$ cat src/rtl/p2da_pkg.sv
`timescale 1ns / 1ps
`default_nettype none
// ============================================================================
// p2da_pkg
// Shared widths, constants, arctangent table and side-band type for the
// point-to-direction angle unit.
// ============================================================================
package p2da_pkg;

    // Coordinate and angle widths
    localparam int COORD_W = 16;
    localparam int DIFF_W  = 17;
    localparam int MAG_W   = 16;
    localparam int ANGLE_W = 16;

    // CORDIC configuration
    localparam int ROTATION_STEPS = 16;
    localparam int TABLE_LEN      = 24;
    localparam int CORDIC_STEPS   = (ROTATION_STEPS < TABLE_LEN) ? ROTATION_STEPS : TABLE_LEN;
    localparam int PRESCALE       = 14;

    // x/y datapath: magnitude plus prescale, CORDIC gain and sign headroom
    localparam int XY_W = MAG_W + PRESCALE + 6;
    // angle accumulator in 2^-32 turn, signed
    localparam int Z_W  = 34;
    // clamped first-quadrant angle, 0 .. 2^30
    localparam int ZC_W = 31;
    // folded angle after rounding, 0 .. 0x4000
    localparam int FOLD_W = ZC_W - 16;

    localparam logic signed [Z_W-1:0] Z_QUARTER  = Z_W'(64'sh4000_0000);
    localparam logic [ZC_W-1:0]       ZC_QUARTER = ZC_W'(32'h4000_0000);
    localparam logic [ZC_W-1:0]       ZC_ROUND   = ZC_W'(32'h0000_8000);

    // Binary angle codes
    localparam logic [ANGLE_W-1:0] ANGLE_ZERO   = 16'h0000;
    localparam logic [ANGLE_W-1:0] ANGLE_QUART  = 16'h4000;
    localparam logic [ANGLE_W-1:0] ANGLE_HALF   = 16'h8000;
    localparam logic [ANGLE_W-1:0] ANGLE_3QUART = 16'hC000;

    // atan(2^-i) in 2^-32 turn
    localparam logic [31:0] ATAN_TURNS [TABLE_LEN] = '{
        32'h20000000, 32'h12E4051D, 32'h09FB385B, 32'h051111D4,
        32'h028B0D43, 32'h0145D7E1, 32'h00A2F61E, 32'h00517C55,
        32'h0028BE53, 32'h00145F2E, 32'h000A2F98, 32'h000517CC,
        32'h00028BE6, 32'h000145F3, 32'h0000A2F9, 32'h0000517C,
        32'h000028BE, 32'h0000145F, 32'h00000A2F, 32'h00000517,
        32'h0000028B, 32'h00000145, 32'h000000A2, 32'h00000051
    };

    // Quadrant side band that travels alongside the CORDIC datapath
    typedef struct packed {
        logic               special;       // on an axis or equal points
        logic [ANGLE_W-1:0] special_angle;
        logic               dx_neg;
        logic               dy_neg;
    } t_quad;

endpackage
`default_nettype wire

$ cat src/rtl/p2da_if.sv
`timescale 1ns / 1ps
`default_nettype none
// ============================================================================
// p2da_if
// Valid/ready channels for point pairs in and binary angles out.
// ============================================================================
interface p2da_in_if;
    logic                                valid;
    logic                                ready;
    logic signed [p2da_pkg::COORD_W-1:0] from_x;
    logic signed [p2da_pkg::COORD_W-1:0] from_y;
    logic signed [p2da_pkg::COORD_W-1:0] to_x;
    logic signed [p2da_pkg::COORD_W-1:0] to_y;

    modport source (output valid, output from_x, output from_y, output to_x, output to_y,
                    input ready);
    modport sink   (input valid, input from_x, input from_y, input to_x, input to_y,
                    output ready);
endinterface

interface p2da_out_if;
    logic                         valid;
    logic                         ready;
    logic [p2da_pkg::ANGLE_W-1:0] angle;

    modport source (output valid, output angle, input ready);
    modport sink   (input valid, input angle, output ready);
endinterface
`default_nettype wire

$ cat src/rtl/p2da_prep.sv
`timescale 1ns / 1ps
`default_nettype none
// ============================================================================
// p2da_prep
// Form coordinate differences, magnitudes and the quadrant side band.
// ============================================================================
module p2da_prep (
    input  wire logic                                i_clk,
    input  wire logic                                i_rst_n,
    input  wire logic                                i_en,
    input  wire logic                                i_valid,
    input  wire logic signed [p2da_pkg::COORD_W-1:0] i_from_x,
    input  wire logic signed [p2da_pkg::COORD_W-1:0] i_from_y,
    input  wire logic signed [p2da_pkg::COORD_W-1:0] i_to_x,
    input  wire logic signed [p2da_pkg::COORD_W-1:0] i_to_y,
    output      logic                                o_valid,
    output      logic [p2da_pkg::MAG_W-1:0]          o_ax,
    output      logic [p2da_pkg::MAG_W-1:0]          o_ay,
    output      p2da_pkg::t_quad                     o_quad
);

    logic signed [p2da_pkg::DIFF_W-1:0] dx;
    logic signed [p2da_pkg::DIFF_W-1:0] dy;
    logic [p2da_pkg::DIFF_W-1:0]        abs_dx;
    logic [p2da_pkg::DIFF_W-1:0]        abs_dy;
    p2da_pkg::t_quad                    n_quad;

    logic                               r_valid;
    logic [p2da_pkg::MAG_W-1:0]         r_ax;
    logic [p2da_pkg::MAG_W-1:0]         r_ay;
    p2da_pkg::t_quad                    r_quad;

    assign dx = p2da_pkg::DIFF_W'(i_to_x) - p2da_pkg::DIFF_W'(i_from_x);
    assign dy = p2da_pkg::DIFF_W'(i_from_y) - p2da_pkg::DIFF_W'(i_to_y);

    assign abs_dx = dx[p2da_pkg::DIFF_W-1] ? p2da_pkg::DIFF_W'(-dx) : p2da_pkg::DIFF_W'(dx);
    assign abs_dy = dy[p2da_pkg::DIFF_W-1] ? p2da_pkg::DIFF_W'(-dy) : p2da_pkg::DIFF_W'(dy);

    always_comb begin
        n_quad.dx_neg  = dx[p2da_pkg::DIFF_W-1];
        n_quad.dy_neg  = dy[p2da_pkg::DIFF_W-1];
        n_quad.special = (dx == '0) || (dy == '0);
        // axis directions are exact
        if (dx == '0) begin
            if (dy == '0) begin
                n_quad.special_angle = p2da_pkg::ANGLE_ZERO;
            end else if (dy[p2da_pkg::DIFF_W-1]) begin
                n_quad.special_angle = p2da_pkg::ANGLE_3QUART;
            end else begin
                n_quad.special_angle = p2da_pkg::ANGLE_QUART;
            end
        end else if (dx[p2da_pkg::DIFF_W-1]) begin
            n_quad.special_angle = p2da_pkg::ANGLE_HALF;
        end else begin
            n_quad.special_angle = p2da_pkg::ANGLE_ZERO;
        end
    end

    always_ff @(posedge i_clk) begin
        if (!i_rst_n) begin
            r_valid <= 1'b0;
        end else if (i_en) begin
            r_valid <= i_valid;
        end
    end

    always_ff @(posedge i_clk) begin
        if (i_en) begin
            r_ax   <= abs_dx[p2da_pkg::MAG_W-1:0];
            r_ay   <= abs_dy[p2da_pkg::MAG_W-1:0];
            r_quad <= n_quad;
        end
    end

    assign o_valid = r_valid;
    assign o_ax    = r_ax;
    assign o_ay    = r_ay;
    assign o_quad  = r_quad;

endmodule
`default_nettype wire

$ cat src/rtl/p2da_cordic.sv
`timescale 1ns / 1ps
`default_nettype none
// ============================================================================
// p2da_cordic
// Vectoring CORDIC, one registered micro-rotation per pipeline stage.
// ============================================================================
module p2da_cordic (
    input  wire logic                              i_clk,
    input  wire logic                              i_rst_n,
    input  wire logic                              i_en,
    input  wire logic                              i_valid,
    input  wire logic [p2da_pkg::MAG_W-1:0]        i_ax,
    input  wire logic [p2da_pkg::MAG_W-1:0]        i_ay,
    input  wire p2da_pkg::t_quad                   i_quad,
    output      logic                              o_valid,
    output      logic signed [p2da_pkg::Z_W-1:0]   o_z,
    output      p2da_pkg::t_quad                   o_quad
);

    localparam int N    = p2da_pkg::CORDIC_STEPS;
    localparam int XY_W = p2da_pkg::XY_W;
    localparam int Z_W  = p2da_pkg::Z_W;
    localparam int PAD  = XY_W - p2da_pkg::MAG_W - p2da_pkg::PRESCALE;

    logic                    r_valid [N];
    logic signed [XY_W-1:0]  r_x     [N];
    logic signed [XY_W-1:0]  r_y     [N];
    logic signed [Z_W-1:0]   r_z     [N];
    p2da_pkg::t_quad         r_quad  [N];

    for (genvar k = 0; k < N; k++) begin : g_step
        logic                   v_in;
        logic signed [XY_W-1:0] x_in;
        logic signed [XY_W-1:0] y_in;
        logic signed [Z_W-1:0]  z_in;
        p2da_pkg::t_quad        q_in;
        logic signed [XY_W-1:0] xs;
        logic signed [XY_W-1:0] ys;
        logic signed [Z_W-1:0]  step_angle;
        logic                   y_pos;

        if (k == 0) begin : g_head
            assign v_in = i_valid;
            assign x_in = $signed({{PAD{1'b0}}, i_ax, {p2da_pkg::PRESCALE{1'b0}}});
            assign y_in = $signed({{PAD{1'b0}}, i_ay, {p2da_pkg::PRESCALE{1'b0}}});
            assign z_in = '0;
            assign q_in = i_quad;
        end else begin : g_body
            assign v_in = r_valid[k-1];
            assign x_in = r_x[k-1];
            assign y_in = r_y[k-1];
            assign z_in = r_z[k-1];
            assign q_in = r_quad[k-1];
        end

        // floor shift by the stage index
        assign xs         = x_in >>> k;
        assign ys         = y_in >>> k;
        assign step_angle = $signed({{(Z_W-32){1'b0}}, p2da_pkg::ATAN_TURNS[k]});
        assign y_pos      = !y_in[XY_W-1] && (y_in != '0);

        always_ff @(posedge i_clk) begin
            if (!i_rst_n) begin
                r_valid[k] <= 1'b0;
            end else if (i_en) begin
                r_valid[k] <= v_in;
            end
        end

        always_ff @(posedge i_clk) begin
            if (i_en) begin
                if (y_pos) begin
                    r_x[k] <= x_in + ys;
                    r_y[k] <= y_in - xs;
                    r_z[k] <= z_in + step_angle;
                end else begin
                    r_x[k] <= x_in - ys;
                    r_y[k] <= y_in + xs;
                    r_z[k] <= z_in - step_angle;
                end
                r_quad[k] <= q_in;
            end
        end
    end

    assign o_valid = r_valid[N-1];
    assign o_z     = r_z[N-1];
    assign o_quad  = r_quad[N-1];

endmodule
`default_nettype wire

$ cat src/rtl/p2da_unfold.sv
`timescale 1ns / 1ps
`default_nettype none
// ============================================================================
// p2da_unfold
// Clamp and round the folded angle, place it in its quadrant, hold the result.
// ============================================================================
module p2da_unfold (
    input  wire logic                            i_clk,
    input  wire logic                            i_rst_n,
    input  wire logic                            i_en,
    input  wire logic                            i_valid,
    input  wire logic signed [p2da_pkg::Z_W-1:0] i_z,
    input  wire p2da_pkg::t_quad                 i_quad,
    output      logic                            o_valid,
    output      logic [p2da_pkg::ANGLE_W-1:0]    o_angle
);

    logic [p2da_pkg::ZC_W-1:0]    zc;
    logic [p2da_pkg::ZC_W-1:0]    zr;
    logic [p2da_pkg::ANGLE_W-1:0] fold;
    logic [p2da_pkg::ANGLE_W-1:0] n_angle;

    logic                         r_valid;
    logic [p2da_pkg::ANGLE_W-1:0] r_angle;

    always_comb begin
        if (i_z[p2da_pkg::Z_W-1]) begin
            zc = '0;
        end else if (i_z > p2da_pkg::Z_QUARTER) begin
            zc = p2da_pkg::ZC_QUARTER;
        end else begin
            zc = i_z[p2da_pkg::ZC_W-1:0];
        end
    end

    // round half up to 2^-16 turn
    assign zr   = zc + p2da_pkg::ZC_ROUND;
    assign fold = {1'b0, zr[p2da_pkg::ZC_W-1:16]};

    always_comb begin
        if (i_quad.special) begin
            n_angle = i_quad.special_angle;
        end else begin
            case ({i_quad.dx_neg, i_quad.dy_neg})
                2'b00:   n_angle = fold;
                2'b10:   n_angle = p2da_pkg::ANGLE_HALF - fold;
                2'b11:   n_angle = p2da_pkg::ANGLE_HALF + fold;
                default: n_angle = p2da_pkg::ANGLE_ZERO - fold;
            endcase
        end
    end

    always_ff @(posedge i_clk) begin
        if (!i_rst_n) begin
            r_valid <= 1'b0;
        end else if (i_en) begin
            r_valid <= i_valid;
        end
    end

    always_ff @(posedge i_clk) begin
        if (i_en) begin
            r_angle <= n_angle;
        end
    end

    assign o_valid = r_valid;
    assign o_angle = r_angle;

endmodule
`default_nettype wire

$ cat src/rtl/points_to_direction_angle_unit.sv
`timescale 1ns / 1ps
`default_nettype none
// ============================================================================
// points_to_direction_angle_unit
// Direction from one screen point to another as a 16-bit binary angle.
// ============================================================================
// Takes one point pair per transfer and returns one angle per transfer, in
// order: angle = atan2(from_y - to_y, to_x - from_x) as value/65536 of a full
// turn, counter-clockwise with y growing downward. Equal points give 0 and
// points on an axis give exact multiples of a quarter turn. The unit accepts
// a new pair every clock cycle while the output is not stalled. The pipeline
// has one stage that forms differences and magnitudes, one stage per CORDIC
// micro-rotation, and one stage that unfolds the quadrant into the output
// register. The whole pipeline advances together, so throughput is one pair
// per cycle whenever the output side takes its transfer; while the output
// holds a result that is not taken, every stage holds and input ready drops.
// ============================================================================
module points_to_direction_angle_unit (
    input  wire logic   i_clk,
    input  wire logic   i_rst_n,
    p2da_in_if.sink     i_in,
    p2da_out_if.source  o_out
);

    logic                             en;
    logic                             prep_valid;
    logic [p2da_pkg::MAG_W-1:0]       prep_ax;
    logic [p2da_pkg::MAG_W-1:0]       prep_ay;
    p2da_pkg::t_quad                  prep_quad;
    logic                             cordic_valid;
    logic signed [p2da_pkg::Z_W-1:0]  cordic_z;
    p2da_pkg::t_quad                  cordic_quad;

    // Advance the pipeline unless a finished result is stuck at the output.
    assign en          = !o_out.valid || o_out.ready;
    assign i_in.ready  = en;

    // Differences, magnitudes and quadrant
    p2da_prep u_prep (
        .i_clk    (i_clk),
        .i_rst_n  (i_rst_n),
        .i_en     (en),
        .i_valid  (i_in.valid),
        .i_from_x (i_in.from_x),
        .i_from_y (i_in.from_y),
        .i_to_x   (i_in.to_x),
        .i_to_y   (i_in.to_y),
        .o_valid  (prep_valid),
        .o_ax     (prep_ax),
        .o_ay     (prep_ay),
        .o_quad   (prep_quad)
    );

    // First-quadrant angle by CORDIC vectoring
    p2da_cordic u_cordic (
        .i_clk   (i_clk),
        .i_rst_n (i_rst_n),
        .i_en    (en),
        .i_valid (prep_valid),
        .i_ax    (prep_ax),
        .i_ay    (prep_ay),
        .i_quad  (prep_quad),
        .o_valid (cordic_valid),
        .o_z     (cordic_z),
        .o_quad  (cordic_quad)
    );

    // Clamp, round, unfold and hold the result
    p2da_unfold u_unfold (
        .i_clk   (i_clk),
        .i_rst_n (i_rst_n),
        .i_en    (en),
        .i_valid (cordic_valid),
        .i_z     (cordic_z),
        .i_quad  (cordic_quad),
        .o_valid (o_out.valid),
        .o_angle (o_out.angle)
    );

endmodule
`default_nettype wire

$ cat src/flat_wrapper.sv
// flat-port wrapper written by rule: the top's interface ports become plain ports
module points_to_direction_angle_unit_flat 
  (i_clk, i_rst_n, i_in_valid, i_in_from_x, i_in_from_y, i_in_to_x, i_in_to_y, i_in_ready, o_out_valid, o_out_angle, o_out_ready);
  p2da_in_if i_in_i ();
  p2da_out_if o_out_i ();
  input  wire logic i_clk;
  input  wire logic i_rst_n;
  input wire logic [$bits(i_in_i.valid)-1:0] i_in_valid;
  input wire logic [$bits(i_in_i.from_x)-1:0] i_in_from_x;
  input wire logic [$bits(i_in_i.from_y)-1:0] i_in_from_y;
  input wire logic [$bits(i_in_i.to_x)-1:0] i_in_to_x;
  input wire logic [$bits(i_in_i.to_y)-1:0] i_in_to_y;
  output wire logic [$bits(i_in_i.ready)-1:0] i_in_ready;
  output wire logic [$bits(o_out_i.valid)-1:0] o_out_valid;
  output wire logic [$bits(o_out_i.angle)-1:0] o_out_angle;
  input wire logic [$bits(o_out_i.ready)-1:0] o_out_ready;
  assign i_in_i.valid = i_in_valid;
  assign i_in_i.from_x = i_in_from_x;
  assign i_in_i.from_y = i_in_from_y;
  assign i_in_i.to_x = i_in_to_x;
  assign i_in_i.to_y = i_in_to_y;
  assign i_in_ready = i_in_i.ready;
  assign o_out_valid = o_out_i.valid;
  assign o_out_angle = o_out_i.angle;
  assign o_out_i.ready = o_out_ready;
  points_to_direction_angle_unit u_core (.i_clk(i_clk), .i_rst_n(i_rst_n), .i_in(i_in_i), .o_out(o_out_i));
endmodule
$ cat config.mk
export PLATFORM = sky130hd
export DESIGN_NAME = points_to_direction_angle_unit_flat
export DESIGN_NICKNAME = d
export VERILOG_FILES = /design/src/rtl/p2da_pkg.sv /design/src/rtl/p2da_if.sv /design/src/rtl/p2da_prep.sv /design/src/rtl/p2da_cordic.sv /design/src/rtl/p2da_unfold.sv /design/src/rtl/points_to_direction_angle_unit.sv /design/src/flat_wrapper.sv
export SDC_FILE = /design/constraint.sdc
export NUM_CORES = 2
export LEC_CHECK = 0
export BUFFER_PORTS_ARGS = -buffer_cell sky130_fd_sc_hd__buf_2
export CORE_ASPECT_RATIO = 1.25
export CORE_UTILIZATION = 45
export CTS_CLUSTER_SIZE = 20
export DETAILED_ROUTE_END_ITERATION = 6
export PLACE_DENSITY = 0.58
export SLEW_MARGIN = 5
export SYNTH_ARGS = -nofsm -noshare
export SYNTH_HDL_FRONTEND = slang
export SYNTH_SLANG_ARGS = --single-unit
$ cat constraint.sdc
create_clock -name i_clk -period 61.9 [get_ports i_clk]
set_clock_uncertainty 0.15 [all_clocks]
set_input_delay 9.285 -clock i_clk [delete_from_list [all_inputs] [get_ports i_clk]]
set_output_delay 9.285 -clock i_clk [all_outputs]
set_load 0.1 [all_outputs]
==> run metrics <==
Distinct cells, synth 96; Mean Syn Cell Area 9.627 um2; number of synthesized flops with an enable pin 1532; min Tclk post-route 20070 ps; share of the synthesized area in the top cell type 0.3663; share of layout cells above drive strength 1 0.04546; DIE HEIGHT 592.6 um; Die W 474.5 um; Req. time, crit path 52460 ps; Final Hold Vio Count 0; register area share after synthesis 0.3668; post-DR wirelength/cell 20.11 um; Area after DPL 130600 um2; H-tree Lvls 4; Initial Util 0.4529; Fin Setup TNS 0 ps; dpl cells 16720; IO Pins 86; Worst Max-Slew Pin Slew 1218 ps; Layout Nets 14680; Clock transition at path regs 60 ps; detailed-router iteration count before antenna repair 6; largest net degree at the start of global routing 170; standard-cell rows 216; worst r2r src u_core.u_cordic.r_y[1][46]; Mapped Cells 13050; Synth Flop Type edfxtp_1; Syn. warnings 0; status finished, final reports clean; Via density 5.773; DRC Markers 0; crit path from o_out_ready; DR vias 98390; syn_nets 14530; cell accounting for the most synthesized area edfxtp_1; Mapped Area 125600 um2; clk buf depth 4; crit-path max FO 33; die area 281200 um2; first-pass GRT wire length 531100 um; Critical Path Start Type input port; crit path kind input port to output port; R2R setup slack 52490 ps; Area Overhead vs Synth 8.821%; commonest non-fill, non-tap cell in the layout edfxtp_1; Detailed Route WL 342700 um; synth top area cells edfxtp_1 37%, ha_1 14%, xnor2_1 8.5%, a21oi_1 4.6%, xor2_1 4.3%; CTS Hold Buffers Added 0; total gr overflow 0; Core ar. 277300 um2; cts bufs inserted 182; fin cells 17040; ANT nets after route 0; fmax 49.83 MHz; TritonCTS clock tree yes; Finished Cell Area 136700 um2; Yosys reg bits 1535; # setup viols final 0; period utilization 0.3242; number of global-route vias before repair 96430; most frequent cells in the layout 1532 x edfxtp_1, 1381 x ha_1, 1222 x xnor2_1; Worst Hold Class flip-flop to flip-flop; routability cong. 0.9481; DRC violation total after the first TritonRoute iteration 5704; CP endpoint kind output port; unrepaired setup endpoints after global routing no; FFs w/ async S/R, synth 0; post-CTS setup buffer count 0; post-DP HPWL 274900 um; fin. max-slew vios 0; Root Buffer clkbuf_16; relative slew slack 0.1808; max cap viols 0; Worst-Skew Late Latency 870 ps; IO buf count 85; Total GRT Usage 0.2371; fillers 25580; Post-CTS Resized 0; min-delay src u_core.u_cordic.r_quad[0][19]; Clock Sinks 1535; initial antenna violation count 7; Worst EP arrival 10630 ps
routing by layer:
metal  vias to the layer above  global-route usage  wire, um
met2                      1957              0.4325    173000
met4                         4              0.1220     19240
met5                         -                   0        24
li1                      48930                   -         -
met3                       656             0.02432     11590
met1                     46840              0.2725    138900
Yosys cell counts (31+ instances only):
master	instances
a2111oi_0	33
a211oi_1	115
a21boi_0	65
a21o_1	503
a21oi_1	1147
a31o_2	37
a31oi_1	97
and2_1	78
and3_1	148
clkbuf_1	175
edfxtp_1	1532
fa_1	38
ha_1	1381
inv_1	585
mux2_2	31
nand2_1	791
nand2b_1	178
nand3_1	281
nand4_1	75
nor2_1	1024
nor2b_1	171
nor3_1	399
nor4_1	100
o211ai_1	66
o21a_1	173
o21ai_0	750
o21bai_1	169
o31a_1	31
o31ai_1	207
o41ai_1	103
or2_2	61
or3_1	167
or4_1	74
xnor2_1	1222
xor2_1	610
cell families after synthesis:
| group | after synthesis | share of synthesized area |
|---|---|---|
| fa+ha+maj | 1419 | 0.1437 |
| mux | 53 | 0.004643 |
| xor+xnor | 1832 | 0.1278 |
| compound gates | 3763 | 0.1915 |
| buf+inv | 782 | 0.02344 |
| flops | 1535 | 0.3668 |
| simple gates | 3661 | 0.1422 |
area by class of cell:
class | count | area (um2) | share of cell area
antenna | 7 | 17.52 | 0.0001282
sequential | 1535 | 46060 | 0.3371
timing repair buffer | 154 | 980.9 | 0.007178
clock buffer | 208 | 4746 | 0.03473
clock inverter | 113 | 1282 | 0.009385
inverter | 592 | 2237 | 0.01637
multi-input combinational | 10730 | 76690 | 0.5612
tap | 3706 | 4637 | 0.03393
sequential cells by signal, summed over array words and instances (netlist names), 5 cells and up:
| signal | cells |
|---|---|
| u_core.u_unfold.o_angle | 16 |
| u_core.u_cordic.r_valid | 16 |
| u_core.u_prep.o_ax | 16 |
| u_core.u_cordic.r_quad | 80 |
| u_core.u_cordic.r_x | 436 |
| u_core.u_prep.o_ay | 16 |
| u_core.u_cordic.r_y | 481 |
| u_core.u_prep.o_quad | 5 |
| u_core.u_cordic.r_z | 467 |
worst max-delay path, cell delays in order:
cell and delay [ps]:
buf_2 120, nor2b_4 490, inv_8 250, buf_2 410
stage by stage:
stage	worst slack (ps)	util	hold slack, ps
finish	41830	0.4928	262.3
global placement	41830	0.4710	251.0
floorplan	23630	-	250.3
global route	41790	0.4928	267.4
detailed placement	41790	0.4710	254.5
CTS	41790	0.4928	263.7
path summary, 6_finish.rpt:
path | cells past startpoint | to
worst max-delay path | 4 | i_in_ready
worst max register to register | 28 | u_core.u_cordic.r_x[1][106]
worst min register to register | 0 | u_core.u_cordic.r_quad[0][38]
worst min-delay path | 0 | u_core.u_cordic.r_quad[0][38]
Power is left out: the tool's default activity adds up to more than one toggle a clock period on the data nets, which glitch-free logic cannot reach.
